--- src/rtl/ffrwl_pkg.sv ---
package ffrwl_pkg;

   localparam int QUEUE_DEPTH   = 16;
   localparam int ID_BITS       = 8;
   localparam int ID_FIELD_BITS = 8;
   localparam int CMD_BITS      = 2;
   localparam int READERS_BITS  = 9;
   localparam int PTR_BITS      = $clog2(QUEUE_DEPTH);
   localparam int CNT_BITS      = $clog2(QUEUE_DEPTH + 1);

   localparam logic [READERS_BITS-1:0]  READERS_MAX = '1;
   localparam logic [ID_FIELD_BITS-1:0] ID_MASK =
      (ID_BITS >= ID_FIELD_BITS) ? '1 : ID_FIELD_BITS'((1 << ID_BITS) - 1);
   localparam logic [CNT_BITS-1:0] QUEUE_FULL = CNT_BITS'(QUEUE_DEPTH);
   localparam logic [PTR_BITS-1:0] PTR_LAST   = PTR_BITS'(QUEUE_DEPTH - 1);

   typedef enum logic [CMD_BITS-1:0] {
      CMD_START_READ  = 2'd0,
      CMD_START_WRITE = 2'd1,
      CMD_END_READ    = 2'd2,
      CMD_END_WRITE   = 2'd3
   } cmd_type;

   typedef enum logic [3:0] {
      ST_IDLE  = 4'b0001,
      ST_READ  = 4'b0010,
      ST_CHECK = 4'b0100,
      ST_FLUSH = 4'b1000
   } state_type;

   typedef struct packed {
      logic                     is_writer;
      logic [ID_FIELD_BITS-1:0] id;
   } entry_type;

   function automatic logic [PTR_BITS-1:0] ptr_next(input logic [PTR_BITS-1:0] ptr);
      logic [PTR_BITS-1:0] result;
      if (ptr == PTR_LAST) begin
         result = '0;
      end else begin
         result = ptr + 1'b1;
      end
      return result;
   endfunction

endpackage

--- src/rtl/fifo_fair_reader_writer_lock.sv ---
// flow: a request word is taken in ST_IDLE; each head check costs one read of the wait queue
//    memory in ST_READ, and ST_CHECK decides on its registered data, granting the head while
//    it can enter and going back to ST_READ; ST_FLUSH sends the last result word. A new request
//    is taken only back in ST_IDLE, and result words wait while the output is stalled
// reset: synchronous, active high; clears lock state, queue pointers and output valid,
//    the wait queue memory is not cleared
module fifo_fair_reader_writer_lock (
   input  logic                                 clock,
   input  logic                                 reset,
   input  logic                                 req_tvalid,
   output logic                                 req_tready,
   input  logic [ffrwl_pkg::ID_FIELD_BITS-1:0]  req_tdata,  // requester_id
   input  logic [ffrwl_pkg::CMD_BITS-1:0]       req_tuser,  // cmd
   output logic                                 rsp_tvalid,
   input  logic                                 rsp_tready,
   output logic [ffrwl_pkg::ID_FIELD_BITS-1:0]  rsp_tdata,  // granted_id
   output logic                                 rsp_tuser,  // overflow
   output logic                                 rsp_tlast
);
   import ffrwl_pkg::*;

   state_type                state_ff, state_in;
   logic [READERS_BITS-1:0]  readers_ff, readers_in;
   logic                     writer_ff, writer_in;
   logic [PTR_BITS-1:0]      head_ff, head_in;
   logic [PTR_BITS-1:0]      tail_ff, tail_in;
   logic [CNT_BITS-1:0]      count_ff, count_in;
   logic                     hold_valid_ff, hold_valid_in;
   logic [ID_FIELD_BITS-1:0] hold_id_ff, hold_id_in;
   logic                     hold_ovf_ff, hold_ovf_in;
   logic                     rsp_valid_ff, rsp_valid_in;
   logic [ID_FIELD_BITS-1:0] rsp_id_ff, rsp_id_in;
   logic                     rsp_ovf_ff, rsp_ovf_in;
   logic                     rsp_last_ff, rsp_last_in;
   entry_type                rd_data_ff;

   entry_type                queue_mem [QUEUE_DEPTH];

   logic                     accept;
   logic                     slot_free;
   logic                     waiting;
   logic                     can_enter;
   logic                     enqueue;
   logic                     mem_we;
   entry_type                wr_entry;
   logic [ID_FIELD_BITS-1:0] req_id;
   logic [READERS_BITS-1:0]  readers_inc;
   cmd_type                  cmd;

   assign req_tready  = (state_ff == ST_IDLE);
   assign accept      = req_tvalid && req_tready;
   assign slot_free   = !rsp_valid_ff || rsp_tready;
   assign waiting     = (count_ff != '0);
   assign req_id      = req_tdata & ID_MASK;
   assign cmd         = cmd_type'(req_tuser);
   assign readers_inc = (readers_ff == READERS_MAX) ? readers_ff : readers_ff + 1'b1;
   assign can_enter   = rd_data_ff.is_writer ? (!writer_ff && readers_ff == '0) : !writer_ff;

   assign rsp_tvalid  = rsp_valid_ff;
   assign rsp_tdata   = rsp_id_ff;
   assign rsp_tuser   = rsp_ovf_ff;
   assign rsp_tlast   = rsp_last_ff;

   always_comb begin
      state_in      = state_ff;
      readers_in    = readers_ff;
      writer_in     = writer_ff;
      head_in       = head_ff;
      tail_in       = tail_ff;
      count_in      = count_ff;
      hold_valid_in = hold_valid_ff;
      hold_id_in    = hold_id_ff;
      hold_ovf_in   = hold_ovf_ff;
      rsp_valid_in  = rsp_valid_ff && !rsp_tready;
      rsp_id_in     = rsp_id_ff;
      rsp_ovf_in    = rsp_ovf_ff;
      rsp_last_in   = rsp_last_ff;
      enqueue       = 1'b0;
      mem_we        = 1'b0;
      wr_entry.id        = req_id;
      wr_entry.is_writer = (cmd == CMD_START_WRITE);

      unique case (state_ff)
         ST_IDLE: begin
            if (accept) begin
               unique case (cmd)
                  CMD_START_READ: begin
                     if (!writer_ff && !waiting) begin
                        readers_in    = readers_inc;
                        hold_valid_in = 1'b1;
                     end else begin
                        enqueue = 1'b1;
                     end
                  end
                  CMD_START_WRITE: begin
                     if (!writer_ff && readers_ff == '0 && !waiting) begin
                        writer_in     = 1'b1;
                        hold_valid_in = 1'b1;
                     end else begin
                        enqueue = 1'b1;
                     end
                  end
                  CMD_END_READ: begin
                     if (readers_ff != '0) begin
                        readers_in = readers_ff - 1'b1;
                     end
                     hold_valid_in = 1'b1;
                  end
                  CMD_END_WRITE: begin
                     writer_in     = 1'b0;
                     hold_valid_in = 1'b1;
                  end
                  default: begin
                     hold_valid_in = 1'b1;
                  end
               endcase
               hold_id_in  = req_id;
               hold_ovf_in = 1'b0;
               if (enqueue) begin
                  if (count_ff == QUEUE_FULL) begin
                     hold_valid_in = 1'b1;
                     hold_ovf_in   = 1'b1;
                  end else begin
                     mem_we   = 1'b1;
                     tail_in  = ptr_next(tail_ff);
                     count_in = count_ff + 1'b1;
                  end
               end
               state_in = ST_READ;
            end
         end
         ST_READ: begin
            state_in = waiting ? ST_CHECK : ST_FLUSH;
         end
         ST_CHECK: begin
            if (!can_enter) begin
               state_in = ST_FLUSH;
            end else if (!hold_valid_ff || slot_free) begin
               if (hold_valid_ff) begin
                  rsp_valid_in = 1'b1;
                  rsp_id_in    = hold_id_ff;
                  rsp_ovf_in   = hold_ovf_ff;
                  rsp_last_in  = 1'b0;
               end
               if (rd_data_ff.is_writer) begin
                  writer_in = 1'b1;
               end else begin
                  readers_in = readers_inc;
               end
               head_in       = ptr_next(head_ff);
               count_in      = count_ff - 1'b1;
               hold_valid_in = 1'b1;
               hold_id_in    = rd_data_ff.id;
               hold_ovf_in   = 1'b0;
               state_in      = ST_READ;
            end
         end
         ST_FLUSH: begin
            if (!hold_valid_ff) begin
               state_in = ST_IDLE;
            end else if (slot_free) begin
               rsp_valid_in  = 1'b1;
               rsp_id_in     = hold_id_ff;
               rsp_ovf_in    = hold_ovf_ff;
               rsp_last_in   = 1'b1;
               hold_valid_in = 1'b0;
               state_in      = ST_IDLE;
            end
         end
         default: begin
            state_in = ST_IDLE;
         end
      endcase
   end

   always_ff @(posedge clock) begin
      if (reset) begin
         state_ff      <= ST_IDLE;
         readers_ff    <= '0;
         writer_ff     <= 1'b0;
         head_ff       <= '0;
         tail_ff       <= '0;
         count_ff      <= '0;
         hold_valid_ff <= 1'b0;
         rsp_valid_ff  <= 1'b0;
      end else begin
         state_ff      <= state_in;
         readers_ff    <= readers_in;
         writer_ff     <= writer_in;
         head_ff       <= head_in;
         tail_ff       <= tail_in;
         count_ff      <= count_in;
         hold_valid_ff <= hold_valid_in;
         rsp_valid_ff  <= rsp_valid_in;
      end
   end

   always_ff @(posedge clock) begin
      hold_id_ff  <= hold_id_in;
      hold_ovf_ff <= hold_ovf_in;
      rsp_id_ff   <= rsp_id_in;
      rsp_ovf_ff  <= rsp_ovf_in;
      rsp_last_ff <= rsp_last_in;
   end

   // wait queue, one write and one registered read per cycle
   always_ff @(posedge clock) begin
      if (mem_we) begin
         queue_mem[tail_ff] <= wr_entry;
      end
      rd_data_ff <= queue_mem[head_ff];
   end

endmodule

--- config.mk ---
export PLATFORM = sky130hd
export DESIGN_NAME = fifo_fair_reader_writer_lock
export DESIGN_NICKNAME = d
export VERILOG_FILES = /design/src/rtl/ffrwl_pkg.sv /design/src/rtl/fifo_fair_reader_writer_lock.sv
export SDC_FILE = /design/constraint.sdc
export NUM_CORES = 1
export LEC_CHECK = 0
export BUFFER_PORTS_ARGS = -buffer_cell sky130_fd_sc_hd__buf_2
export CAP_MARGIN = 5
export CORE_ASPECT_RATIO = 1.25
export CORE_MARGIN = 2
export CORE_UTILIZATION = 35
export DETAILED_ROUTE_END_ITERATION = 16
export PLACE_DENSITY = 0.55
export SYNTH_ARGS = -nofsm -noshare
export SYNTH_HDL_FRONTEND = slang
export SYNTH_SLANG_ARGS = --single-unit
--- constraint.sdc ---
create_clock -name clock -period 3 [get_ports clock]
set_clock_uncertainty 0.15 [all_clocks]
set_input_delay 0.3 -clock clock [delete_from_list [all_inputs] [get_ports clock]]
set_output_delay 0.3 -clock clock [all_outputs]
set_load 0.02 [all_outputs]
==> flow_summary.ini <==
[layout]
utilization_pct = 41.3
instances_no_fill = 918
final-seq-area_um2 = 5660
area.growth.synth_to_final_pct = 16.1
drive_gt1_share_pct = 24.3
layout.nets = 605
num_antenna_cells = 0
multiInputGateArea_um2 = 2620
fillerInstances = 2142
layout.cell_area.non_filler_um2 = 9790

[logic_synthesis]
synth.top_cell.area_share_pct = 58.0
syn-num-nets = 551
synth_seq_area_share_pct = 67.0
synth.ff_latch_count = 201
post_synthesis_instance_area_um2 = 8440
postSynth.asyncResetShare_pct = 0
synth_common_cells = edfxtp_1, mux4_2, dfxtp_1
synth.most_common_cell = edfxtp_1
yosys_warnings = 0
yosys.area.top_type = edfxtp_1
avgSynthCellArea_um2 = 16.1
synth_edf_count = 163
synth_top_cells_by_area = edfxtp_1, mux4_2, dfxtp_1
yosysUniqueCellTypes = 66
synth_top_flop_cell = edfxtp_1
synth_cells = 525

[pwr]
power_per_cell_area_nw_per_um2 = 618
ir_worst_vdd_uv = 373
leakagePower_nw = 3.24
p_total_mw = 6.06

[critical_path]
crit_arrival_ns = 3.05
crit_path_cell_trace = or4b_4, clkinv_4, ha_1, nor2b_1, o21ai_0, a21oi_1, nor4b_1, mux2_2
critPathRequiredTime_ns = 3.23
end_kind = flop
critPathMaxFanout = 11
r2r_slack_ns = 0.19
criticalPathCategory = flop to flop
worst_path_max_delay_cell = or4b_4
crit-reg2reg-launch = state_ff[3]$_SDFFE_PP0P_
timing.rr.end = count_ff[4]$_SDFFE_PP0P_
timing.critical_path.max_delay_family = simple AND/OR/NAND/NOR gates
cp-start-kind = flop
cp_num_buf_inv = 1
critical_path_cell_count = 8
number_of_cells_traversed_by_the_worst_register_to_register_path = 8
critical_path.max_stage_delay_ns = 0.65

[timing]
finalWorstSetupSlack_ns = 0.186
maxSlewViolCount = 0
finalHoldViolations = 0
fin_hold_ws_ns = 0.0445
grt_setup_unrepaired = no
tightest_slew_ns = 0.879
fin_crit_ns = 2.81
min_period_over_period_pct = 93.8
fmaxAchievable_ghz = 0.355
slew_headroom_pct = 41.3
timing.setup.tns_ns = 0
setup_viol_count_final = 0

[flow_run]
max_cap_violations = 0

[detailed_routing]
post_drt_wl_per_cell_um = 19.1
avgViaCountPerCell = 5.10
drt-pass1-iter-count = 6
dr.first_iter.drc_count = 347
route.vias.total = 4685
drt_wl_total_um = 17600
drt_drc_violations_left = 0
postRouteAntennaNets = 0

[grt]
maximum_number_of_pins_on_one_net_before_global_route_repair = 42
grt_antenna_before_repair = 0
global_route_wire_length_before_repair_um = 28000
grt-ovfl-total = 0
grt_pass1_vias = 5033
global_route.usage.total_pct = 14.4

[placed_design]
placedCellCount = 879
placement.cell_area_um2 = 9100
port_buffers = 25
dpl_hpwl_um = 11800
routability_cong = 0.808
place_ws_ns = 0.222

[hold_path]
hold_class = input port to flop
hold-path-endpoint = queue_mem[4][1]$_DFFE_PP_
worst_hold_path.num_cells = 1
min-delay-start = req_tdata[1]

[outcome]
outcome = finished clean

[cts]
clock_insertion_delay_worst_skew_ns = 0.51
clock_tree.htree_level_count = 1
cts_max_path_buffers = 3
clock_sinks = 201
clock_transition_at_path_regs_ns = 0.06
cts_inserted_buffers = 22
clockRootBuffer = clkbuf_16
postCtsResizedCells = 0
number_of_setup_buffers_added_after_cts = 0
tritoncts_clock_tree = yes

[floorplanning]
die-width_um = 143
die-area_um2 = 25400
floorplan.initialDensity_pct = 35.6
die_h_um = 178
core.rowCount = 63
core-area_um2 = 23700
floorplan.io_pins = 26
## state kept, by name, indices dropped and copies added, names as in the netlist, 4 cells and up
register / cells
hold_id_ff: 8
queue_mem: 144
rsp_tdata: 8
rd_data_ff: 9
tail_ff: 4
state_ff: 4
readers_ff: 9
count_ff: 5
head_ff: 4
## worst max path at each step
stage	start	end
after CTS	state_ff[3]$_SDFFE_PP0P_	count_ff[4]$_SDFFE_PP0P_
final	state_ff[3]$_SDFFE_PP0P_	count_ff[4]$_SDFFE_PP0P_
after floorplan	state_ff[3]$_SDFFE_PP0P_	count_ff[4]$_SDFFE_PP0P_
after global routing	readers_ff[1]$_SDFFE_PP0P_	queue_mem[7][1]$_DFFE_PP_
after detailed placement	state_ff[3]$_SDFFE_PP0P_	count_ff[4]$_SDFFE_PP0P_
after global placement	state_ff[3]$_SDFFE_PP0P_	count_ff[4]$_SDFFE_PP0P_
## cells in the final DEF (no fill, tap or decap), types with 5 or more instances in the layout
| cell | n |
|---|---|
| mux4_2 | 45 |
| and3_1 | 14 |
| nor2b_1 | 11 |
| clkbuf_16 | 22 |
| nor2_1 | 21 |
| ha_1 | 11 |
| a21oi_1 | 24 |
| inv_1 | 14 |
| edfxtp_1 | 163 |
| clkinv_1 | 5 |
| dfxtp_1 | 37 |
| o21ai_0 | 17 |
| nand3_1 | 16 |
| nor3_1 | 7 |
| buf_2 | 25 |
| buf_4 | 25 |
| nand2_1 | 36 |
## metal layers
layer / GRT usage [%] / up-vias / part of all wire (%)
met4: 4.04 / 0 / 1.9
met1: 18.1 / 2353 / 42
met5: 0 / - / 0
li1: - / 2198 / -
met3: 2.05 / 30 / 3.5
met2: 25.8 / 104 / 53
## report_power, final
part / internal (mW) / switching, mW / total (mW)
combinational: 0.146 / 0.236 / 0.381
sequential: 3.07 / 0.0360 / 3.10
clock: 1.52 / 1.06 / 2.57
## layout make-up
type | count | share of cell area [%]
flip-flops and latches | 201 | 57.8
multi-input cells | 286 | 26.8
clock buffers | 26 | 5.77
well taps | 325 | 4.15
repair buffers | 53 | 3.71
clock inverters | 12 | 1.23
inverters | 15 | 0.626
## what timing repair did
item | 4_1_cts | 5_1_grt
hold endpoints to repair | 1 | 0
setup endpoints to repair | 0 | 0
hold buffers | 1 | 0
## logic make-up after synthesis
| group | count (synthesis) | share of synthesized area [%] |
|---|---|---|
| xor gates and xnor gates | 5 | 0.519 |
| and+or+nand+nor | 143 | 9.61 |
| AOI/OAI and AO/OA | 76 | 6.41 |
| buffers and inverters | 38 | 1.91 |
| muxes | 50 | 12.7 |
| adders and majority gates | 12 | 1.87 |
| DFF | 201 | 67.0 |
(Power assumes the default switching activity.)
